**config.mk**
```make
export PLATFORM = sky130hd
export DESIGN_NAME = sha1_message_digest
export DESIGN_NICKNAME = d
export VERILOG_FILES = /design/src/hw/rtl/sha1md_pkg.sv /design/src/hw/rtl/sha1_message_digest.sv
export SDC_FILE = /design/constraint.sdc
export NUM_CORES = 2
export LEC_CHECK = 0
export ABC_AREA = 1
export BUFFER_PORTS_ARGS = -buffer_cell sky130_fd_sc_hd__buf_2
export CELL_PAD_IN_SITES_DETAIL_PLACEMENT = 0
export CELL_PAD_IN_SITES_GLOBAL_PLACEMENT = 1
export CORE_MARGIN = 2
export CORE_UTILIZATION = 35
export DETAILED_ROUTE_END_ITERATION = 7
export MAX_ROUTING_LAYER = met4
export PLACE_DENSITY_LB_ADDON = 0.1
export SYNTH_ARGS = -nofsm -noshare
export SYNTH_HDL_FRONTEND = slang
export SYNTH_SLANG_ARGS = --single-unit
```
**constraint.sdc**
```tcl
create_clock -name clk_i -period 16.7 [get_ports clk_i]
set_input_delay 4.175 -clock clk_i [delete_from_list [all_inputs] [get_ports clk_i]]
set_output_delay 4.175 -clock clk_i [all_outputs]
set_load 0.01 [all_outputs]
```
**src/hw/rtl/sha1md_pkg.sv**
```systemverilog
// sha1md_pkg: payload types and fixed constants for the sha-1 digest block
// no dependencies; imported by sha1_message_digest and sha1md_checker
`default_nettype none

package sha1md_pkg;

  typedef struct packed {
    logic [7:0] msg_byte;
    logic       has_byte;
    logic       last_byte;
  } in_t;

  typedef struct packed {
    logic [31:0] digest_word;
    logic [2:0]  word_index;
    logic        last_word;
  } out_t;

  localparam int unsigned NumHashWords = 5;

  // initial hash values, entry 0 is H0
  localparam logic [NumHashWords-1:0][31:0] ShaIv = {
    32'hC3D2E1F0, 32'h10325476, 32'h98BADCFE, 32'hEFCDAB89, 32'h67452301
  };

  localparam logic [31:0] ShaK0 = 32'h5A827999;
  localparam logic [31:0] ShaK1 = 32'h6ED9EBA1;
  localparam logic [31:0] ShaK2 = 32'h8F1BBCDC;
  localparam logic [31:0] ShaK3 = 32'hCA62C1D6;

  localparam logic [7:0] PadMark     = 8'h80;
  localparam logic [5:0] LenBytePos  = 6'd56;
  localparam logic [5:0] LastBytePos = 6'd63;
  localparam logic [6:0] LastRound   = 7'd79;
  localparam logic [2:0] LastWordIdx = 3'd4;

endpackage

`default_nettype wire

```
**src/hw/rtl/sha1_message_digest.sv**
```systemverilog
// sha1_message_digest: byte-stream sha-1 hash with built-in padding, one round per cycle
// depends on sha1md_pkg (payload structs, initial values, round constants)
//
// Message bytes are taken one per cycle while the block is idle and packed big-endian
// into a 16-word schedule window. The 64th byte of a block starts a compression that
// holds in_stall_o high through the load, 80 rounds through the single round adder and
// the hash update. A transaction with last_byte set (with or without a byte) starts
// padding: the 0x80 mark, zero fill and the 8 length bytes go through the same byte
// path at one byte per cycle, with one or two more compressions. Then the five hash
// words H0..H4 leave on the output channel, one per transaction, and the block is
// ready for the next message while the final word still waits in the output register.
`default_nettype none

module sha1_message_digest
  import sha1md_pkg::*;
(
  input  wire  logic clk_i,
  input  wire  logic rst_ni,
  input  wire  logic in_valid_i,
  output       logic in_stall_o,
  input  wire  in_t  in_data_i,
  output       logic out_valid_o,
  input  wire  logic out_stall_i,
  output       out_t out_data_o
);

  localparam logic [2:0] StIdle  = 3'd0;
  localparam logic [2:0] StLoad  = 3'd1;
  localparam logic [2:0] StRound = 3'd2;
  localparam logic [2:0] StHadd  = 3'd3;
  localparam logic [2:0] StPmark = 3'd4;
  localparam logic [2:0] StPzero = 3'd5;
  localparam logic [2:0] StPlen  = 3'd6;
  localparam logic [2:0] StOut   = 3'd7;

  logic [2:0]  state_q, state_d;
  logic [2:0]  ret_q, ret_d;
  logic [5:0]  pos_q, pos_d;
  logic [6:0]  rnd_q, rnd_d;
  logic [63:0] bitlen_q, bitlen_d;
  logic [2:0]  out_idx_q, out_idx_d;
  logic        out_valid_q, out_valid_d;
  logic [NumHashWords-1:0][31:0] hash_q, hash_d;

  logic [23:0] acc_q;
  logic [15:0][31:0] win_q;
  logic [NumHashWords-1:0][31:0] work_q;
  out_t        out_q;

  logic        in_acc;
  logic        byte_vld;
  logic [7:0]  byte_val;
  logic [7:0]  len_sh;
  logic        out_load;
  logic [31:0] sel_word;

  logic [31:0] ra, rb, rc, rd, re, rf, rk, rt, wsched;

  assign in_stall_o  = (state_q != StIdle);
  assign in_acc      = in_valid_i && !in_stall_o;
  assign out_valid_o = out_valid_q;
  assign out_data_o  = out_q;

  // length bytes, most significant first, at block positions 56..63
  assign len_sh = 8'(bitlen_q >> {~pos_q[2:0], 3'b000});

  always_comb begin
    byte_vld = 1'b0;
    byte_val = 8'h00;
    case (state_q)
      StIdle: begin
        byte_vld = in_acc && in_data_i.has_byte;
        byte_val = in_data_i.msg_byte;
      end
      StPmark: begin
        byte_vld = 1'b1;
        byte_val = PadMark;
      end
      StPzero: begin
        byte_vld = (pos_q != LenBytePos);
      end
      StPlen: begin
        byte_vld = 1'b1;
        byte_val = len_sh;
      end
      default: begin
        byte_vld = 1'b0;
      end
    endcase
  end

  // round function
  assign ra = work_q[0];
  assign rb = work_q[1];
  assign rc = work_q[2];
  assign rd = work_q[3];
  assign re = work_q[4];

  always_comb begin
    if (rnd_q < 7'd20) begin
      rf = (rb & rc) | (~rb & rd);
      rk = ShaK0;
    end else if (rnd_q < 7'd40) begin
      rf = rb ^ rc ^ rd;
      rk = ShaK1;
    end else if (rnd_q < 7'd60) begin
      rf = (rb & rc) | (rb & rd) | (rc & rd);
      rk = ShaK2;
    end else begin
      rf = rb ^ rc ^ rd;
      rk = ShaK3;
    end
  end

  assign rt     = {ra[26:0], ra[31:27]} + rf + re + rk + win_q[0];
  assign wsched = win_q[13] ^ win_q[8] ^ win_q[2] ^ win_q[0];

  always_comb begin
    case (out_idx_q)
      3'd0:    sel_word = hash_q[0];
      3'd1:    sel_word = hash_q[1];
      3'd2:    sel_word = hash_q[2];
      3'd3:    sel_word = hash_q[3];
      default: sel_word = hash_q[4];
    endcase
  end

  assign out_load = (state_q == StOut) && (!out_valid_q || !out_stall_i);

  // sequencer
  always_comb begin
    state_d     = state_q;
    ret_d       = ret_q;
    pos_d       = pos_q;
    rnd_d       = rnd_q;
    bitlen_d    = bitlen_q;
    out_idx_d   = out_idx_q;
    out_valid_d = out_valid_q;
    hash_d      = hash_q;

    if (byte_vld) begin
      pos_d = pos_q + 6'd1;
    end
    if (out_valid_q && !out_stall_i) begin
      out_valid_d = 1'b0;
    end

    case (state_q)
      StIdle: begin
        if (in_acc) begin
          if (in_data_i.has_byte) begin
            bitlen_d = bitlen_q + 64'd8;
          end
          if (in_data_i.has_byte && pos_q == LastBytePos) begin
            state_d = StLoad;
            ret_d   = in_data_i.last_byte ? StPmark : StIdle;
          end else if (in_data_i.last_byte) begin
            state_d = StPmark;
          end
        end
      end
      StLoad: begin
        rnd_d   = '0;
        state_d = StRound;
      end
      StRound: begin
        rnd_d = rnd_q + 7'd1;
        if (rnd_q == LastRound) begin
          rnd_d   = '0;
          state_d = StHadd;
        end
      end
      StHadd: begin
        for (int i = 0; i < NumHashWords; i++) begin
          hash_d[i] = hash_q[i] + work_q[i];
        end
        out_idx_d = '0;
        state_d   = ret_q;
      end
      StPmark: begin
        if (pos_q == LastBytePos) begin
          state_d = StLoad;
          ret_d   = StPzero;
        end else begin
          state_d = StPzero;
        end
      end
      StPzero: begin
        if (pos_q == LenBytePos) begin
          state_d = StPlen;
        end else if (pos_q == LastBytePos) begin
          state_d = StLoad;
          ret_d   = StPzero;
        end
      end
      StPlen: begin
        if (pos_q == LastBytePos) begin
          state_d = StLoad;
          ret_d   = StOut;
        end
      end
      StOut: begin
        if (out_load) begin
          out_valid_d = 1'b1;
          out_idx_d   = out_idx_q + 3'd1;
          if (out_idx_q == LastWordIdx) begin
            hash_d   = ShaIv;
            bitlen_d = '0;
            pos_d    = '0;
            state_d  = StIdle;
          end
        end
      end
      default: begin
        state_d = StIdle;
      end
    endcase
  end

  always_ff @(posedge clk_i or negedge rst_ni) begin
    if (!rst_ni) begin
      state_q     <= StIdle;
      ret_q       <= StIdle;
      pos_q       <= '0;
      rnd_q       <= '0;
      bitlen_q    <= '0;
      out_idx_q   <= '0;
      out_valid_q <= 1'b0;
      hash_q      <= ShaIv;
    end else begin
      state_q     <= state_d;
      ret_q       <= ret_d;
      pos_q       <= pos_d;
      rnd_q       <= rnd_d;
      bitlen_q    <= bitlen_d;
      out_idx_q   <= out_idx_d;
      out_valid_q <= out_valid_d;
      hash_q      <= hash_d;
    end
  end

  // datapath: byte packing, schedule window, working registers, output register
  always_ff @(posedge clk_i) begin
    if (byte_vld) begin
      acc_q <= {acc_q[15:0], byte_val};
      if (pos_q[1:0] == 2'b11) begin
        win_q <= {{acc_q, byte_val}, win_q[15:1]};
      end
    end
    if (state_q == StLoad) begin
      work_q <= hash_q;
    end
    if (state_q == StRound) begin
      // window always holds w[t..t+15]; the new word is w[t+16]
      win_q  <= {{wsched[30:0], wsched[31]}, win_q[15:1]};
      work_q <= {rd, rc, {rb[1:0], rb[31:2]}, ra, rt};
    end
    if (out_load) begin
      out_q.digest_word <= sel_word;
      out_q.word_index  <= out_idx_q;
      out_q.last_word   <= (out_idx_q == LastWordIdx);
    end
  end

endmodule

`default_nettype wire

```
**After elaboration in Yosys (flattened, before gate mapping)**

Cells that the tools add are included.

- Bitwise gates (word level): 14
- Equal/unequal tests: 25
- $lt $le $gt $ge: 3
- Muxes and demuxes: 50
- Shifts and indexed selects: 1
- $add $sub $neg: 13
- Reduce and logical (&&, ||, !) cells: 25

Operator list:

| operator | count |
|---|---|
| $mux W512 | 3 |
| $mux W160 | 4 |
| $pmux W160 S2 | 1 |
| $add A32 B32 Y32 | 9 |
| $mux W64 | 4 |
| $mux W32 | 5 |
| $xor A32 B32 Y32 | 5 |
| $and A32 B32 Y32 | 4 |
| $pmux W32 S4 | 1 |
| $pmux W64 S2 | 1 |
| $or A32 B32 Y32 | 3 |
| $add A64 B4 Y64 const B | 1 |
| $shr A64 B6 Y8 | 1 |
| $mux W3 | 16 |
| $not A32 Y32 | 1 |
| $mux W31 | 1 |
| $mux W6 | 4 |
| $pmux W3 S8 | 1 |
| $pmux W8 S3 | 1 |
| $eq A3 B3 Y1 const B | 5 |
| $reduce_and A5 Y1 | 3 |
| $lt A7 B6 Y1 const B | 2 |
| $ne A2 B2 Y1 const B | 7 |
| $pmux W7 S2 | 1 |
| other kinds (28) | 47 |

- Input port bits: 14
- Flip-flop bits (word level): 979
- Word-level logic and storage cells: 168
- Output and inout port bits: 38

**Longest topological paths before layout**

- Depth after elaboration: 11
- Mapped depth: 27
- Mapped depth without buffers: 26

**Worst setup path before layout**

Ideal clock, no wire load.

- Kind: input to register
- From: in in_data_i[1] (netlist name)
- To: reg win_q[0] (netlist name), enable pin
- Data arrival time: 13.157 ns
- Data required time: 13.038 ns
- Stages on the path: 4
- Path buffers: 0
- Setup slack: -0.119 ns
- Setup time: 3.662 ns
- Path through: nand3_2 -> nand3b_2 -> nand2_1 -> nand2_1

- Cells in the longest elaborated chain, start to end: 4

RTL lines:

| element | RTL line | RTL |
|---|---|---|
| start: declaration | sha1_message_digest.sv:21 | `input wire in_t in_data_i,` |
| $logic_and A1 B1 Y1 | sha1_message_digest.sv:72 | `byte_vld = in_acc && in_data_i.has_byte;` |
| $pmux W1 S3 | sha1_message_digest.sv:70 | `case (state_q)` |
| net byte_vld | sha1_message_digest.sv:51 | `logic byte_vld;` |
| $reduce_bool A2 Y1 (no line) | -- |  |
| $reduce_and A2 Y1 (no line) | -- |  |
| end signal: assignment | sha1_message_digest.sv:247 | `win_q <= {{acc_q, byte_val}, win_q[15:1]};` |
| end signal: assignment | sha1_message_digest.sv:255 | `win_q <= {{wsched[30:0], wsched[31]}, win_q[15:1]};` |
| end: declaration | sha1_message_digest.sv:46 | `logic [15:0][31:0] win_q;` |

The timed path passes the listed nets, and every way through them passes these cells.
A chain may end at the register's enable or synchronous reset.

**Worst setup path in the final report**

- From: in in_data_i[1] (netlist name)
- To: reg win_q[150] (netlist name), enable pin

Same word-level chain as after synthesis.

==> impl_metrics.yaml <==
setup_path:
  crit_type: "in2reg"
  r2r_start: "rnd_q[5]$_DFFE_PN0P_"
  slowest_stage: "buf_4"
  path_buf_inv: 3
  crit_family: "simple AND/OR/NAND/NOR gates"
  reg2reg_to: "ra[31]$_DFFE_PP_"
  path_cells: "buf_2 > nand3_2 > nand3b_2 > nand2_1 > nand2_8 > buf_12 > buf_4"
  crit_fanout: 130
  max_stage_delay_ns: 0.87
  worstPathRequired_ns: 17.05
  endpoint_kind: "flip-flop"
  r2r_cells: 23
  arrival_ns: 7.82
  cp-start-kind: "primary input"
  reg2reg_slack_ns: 10.70
timing:
  final_hold_viol_count: 0
  finClkSkew_ns: 0.04657
  slew_violations: 0
  post-route-period-util_pct: 44.74
  tns_ns: 0
  period_needed_ns: 7.472
  relSlewSlack_pct: 32.59
  rsz0062_at_grt: "no"
  setup_viol: 0
  worstMarginPinSlew_ns: 1.011
  max_freq_ghz: 0.1338
floorplanning:
  die_y_um: 395.6
  die-area_um2: 156500
  rows: 143
  die_x_um: 395.6
  coreArea_um2: 152100
  num_io_pins: 52
  initial_core_util_pct: 35.29
logic_synthesis:
  async_reset_ff_share_pct: 25.00
  ys_warn_count: 0
  synthesis.instances: 5770
  synthAdderAreaFrac_pct: 9.348
  synthSimpleGateAreaFrac_pct: 18.67
  syn_area_um2: 53670
  synth_edf_count: 732
  synthMuxAreaShare_pct: 0
  synth_compound_area_share_pct: 10.23
  syn_nets: 6110
  ys.flop_type: "edfxtp_1"
  yosys.area_share.xor_xnor_pct: 2.644
  ys_seq_elements: 976
  avgSynthCellArea_um2: 9.302
  synth_top_family_by_area: "simple AND/OR/NAND/NOR gates"
  synth_seq_area_share_pct: 52.52
  synthDistinctLibCells: 61
global_route:
  grt_usage_pct: 25.73
  grt_pass1_wl_um: 284100
  gr-total-overflow: 0
  grt_max_degree: 176
  grt_pass1_vias: 40550
  antenna_found_initial: 4
job:
  drv_cap: 0
clock_network:
  clock_latency_ns: 0.76
  clock_sinks: 976
  cts_hold_buf: 0
  post_cts_resized: 0
  clk_pin_slew_worst_paths_ns: 0.06
  post_cts_buffers: 0
  cts-htree-levels: 3
  clock_path_buffers: 3
  root_buffer: "clkbuf_16"
  cts_tree: "yes"
  numCtsBuffers: 111
place:
  place_congestion: 0.9776
  dp_hpwl_um: 151100
  numPortBuffers: 51
min_path:
  hold_path_end: "win_q[161]$_DFFE_PP_"
  min-delay-start: "win_q[193]$_DFFE_PP_"
  worst_hold_path.num_cells: 0
  hp-class: "reg2reg"
final_layout:
  layout_commonest_cell: "nand2_1"
  area_delta_synth_final_pct: 11.78
  final_layout_size_suffix_gt1_share_pct: 6.632
  final.fill_count: 15430
  fin_nets: 6185
  final_cell_mix: "nand2_1 (1,410), inv_1 (787), edfxtp_1 (732)"
drt:
  firstDrtPassIters: 6
  drcViolationCount: 0
  drtAntennaViolNets: 0
  vias_per_cell: 5.158
  wirelength_um: 197700
  num_vias: 41120
  wl_per_cell_um: 24.80
  drt-initial-drc-count: 3381
outcome:
  status: "complete, no violations"
==> layer usage <==
metal	global-route usage [%]	share of wire (%)	vias up
met5	-	0	-
li1	-	-	19540
met1	33.57	44	20320
met4	7.788	3.0	0
met3	2.396	4.2	220
met2	42.51	48	1037
==> cells by family after synthesis <==
kind of cell / after synthesis
AOI/OAI and AO/OA: 980
xor gates and xnor gates: 162
adders and majority gates: 326
buffers and inverters: 930
DFF: 976
and+or+nand+nor: 2396
==> Yosys cell counts, types with 5 or more instances <==
| cell | n | area (um^2) |
|---|---|---|
| nand2_1 | 1412 | 5300 |
| a21oi_1 | 303 | 1516 |
| nor3_1 | 76 | 380.4 |
| o211ai_1 | 15 | 112.6 |
| a21o_1 | 15 | 112.6 |
| dfrtp_1 | 164 | 4104 |
| a211oi_1 | 5 | 37.54 |
| o21ai_1 | 21 | 105.1 |
| nand4_1 | 69 | 431.7 |
| xor2_1 | 50 | 437.9 |
| o22ai_1 | 76 | 475.5 |
| fa_1 | 125 | 2502 |
| nor2_1 | 435 | 1633 |
| clkbuf_1 | 85 | 319.1 |
| nor2_2 | 9 | 56.30 |
| o21bai_1 | 27 | 202.7 |
| o21a_1 | 19 | 142.6 |
| ha_1 | 201 | 2515 |
| o31ai_1 | 7 | 52.55 |
| xnor2_1 | 112 | 980.9 |
| or2_2 | 6 | 37.54 |
| nand2_2 | 6 | 37.54 |
| a21boi_0 | 13 | 97.59 |
| inv_1 | 788 | 2958 |
| nand3b_1 | 13 | 97.59 |
| buf_2 | 33 | 165.2 |
| clkinv_1 | 7 | 26.28 |
| a221oi_1 | 38 | 332.8 |
| o21ai_0 | 412 | 2062 |
| nor4_1 | 6 | 37.54 |
| a31oi_1 | 7 | 43.79 |
| nor2_4 | 9 | 101.4 |
| edfxtp_1 | 732 | 21980 |
| dfstp_2 | 80 | 2102 |
| inv_2 | 11 | 41.29 |
| nand3_1 | 330 | 1652 |
==> flip-flops by register name, indices dropped and copies added, names as in the netlist <==
register,cells
rnd_q,7
out_data_o,36
re,32
rb,32
win_q,512
out_valid_o,1
state_q,3
acc_q,24
rc,32
pos_q,6
rd,32
ra,32
hash_q,160
out_idx_q,3
ret_q,3
bitlen_q,61
==> worst reg2reg max path, delay by kind of cell, from the launching register on <==
family	cells	cell delay, ns
adder cells (fa/ha/maj)	4	1.60
AND/OR/NAND/NOR	13	2.31
flip-flops	1	0.41
AO/OA/AOI/OAI	2	0.97
buffers and inverters	4	0.45
==> stage by stage <==
step / area [um^2] / hold slack (ns) / instances / setup slack, ns / utilization, %
2_1_floorplan: 53680 / 0.4003 / 5770 / 5.015 / -
3_3_place_gp: 56340 / 0.4003 / 7762 / 8.485 / 37.05
3_5_place_dp: 56340 / 0.4045 / 7762 / 8.382 / 37.05
4_1_cts: 59990 / 0.4090 / 7971 / 9.209 / 39.45
5_1_grt: 60000 / 0.4179 / 7972 / 8.856 / 39.45
6_report: 60000 / 0.4046 / 7972 / 9.228 / 39.45
==> final cells by class <==
class / count / area [um^2] / share of cell area, %
diodes: 1 / 2.502 / 0.004171
clock buffers: 148 / 2977 / 4.961
clock inverters: 61 / 674.4 / 1.124
inverters: 807 / 3039 / 5.066
multi-input cells: 3864 / 22000 / 36.68
flip-flops and latches: 976 / 28190 / 46.98
well taps: 2030 / 2540 / 4.234
repair buffers: 85 / 570.5 / 0.9510
==> worst max path at each step <==
| stage | startpoint | slack, ns | cells past startpoint | end |
|---|---|---|---|---|
| after floorplan | in_valid_i | 5.01 | 4 | win_q[0]$_DFFE_PP_ |
| after global placement | in_data_i[1] | 8.48 | 7 | win_q[127]$_DFFE_PP_ |
| after detailed placement | in_data_i[1] | 8.38 | 7 | win_q[504]$_DFFE_PP_ |
| after CTS | in_data_i[1] | 9.21 | 7 | win_q[152]$_DFFE_PP_ |
| after global routing | in_data_i[1] | 8.86 | 7 | win_q[158]$_DFFE_PP_ |
| final | in_data_i[1] | 9.23 | 7 | win_q[150]$_DFFE_PP_ |
Power is left out: the tool's default activity adds up to more than one toggle a clock period on the data nets, which glitch-free logic cannot reach.
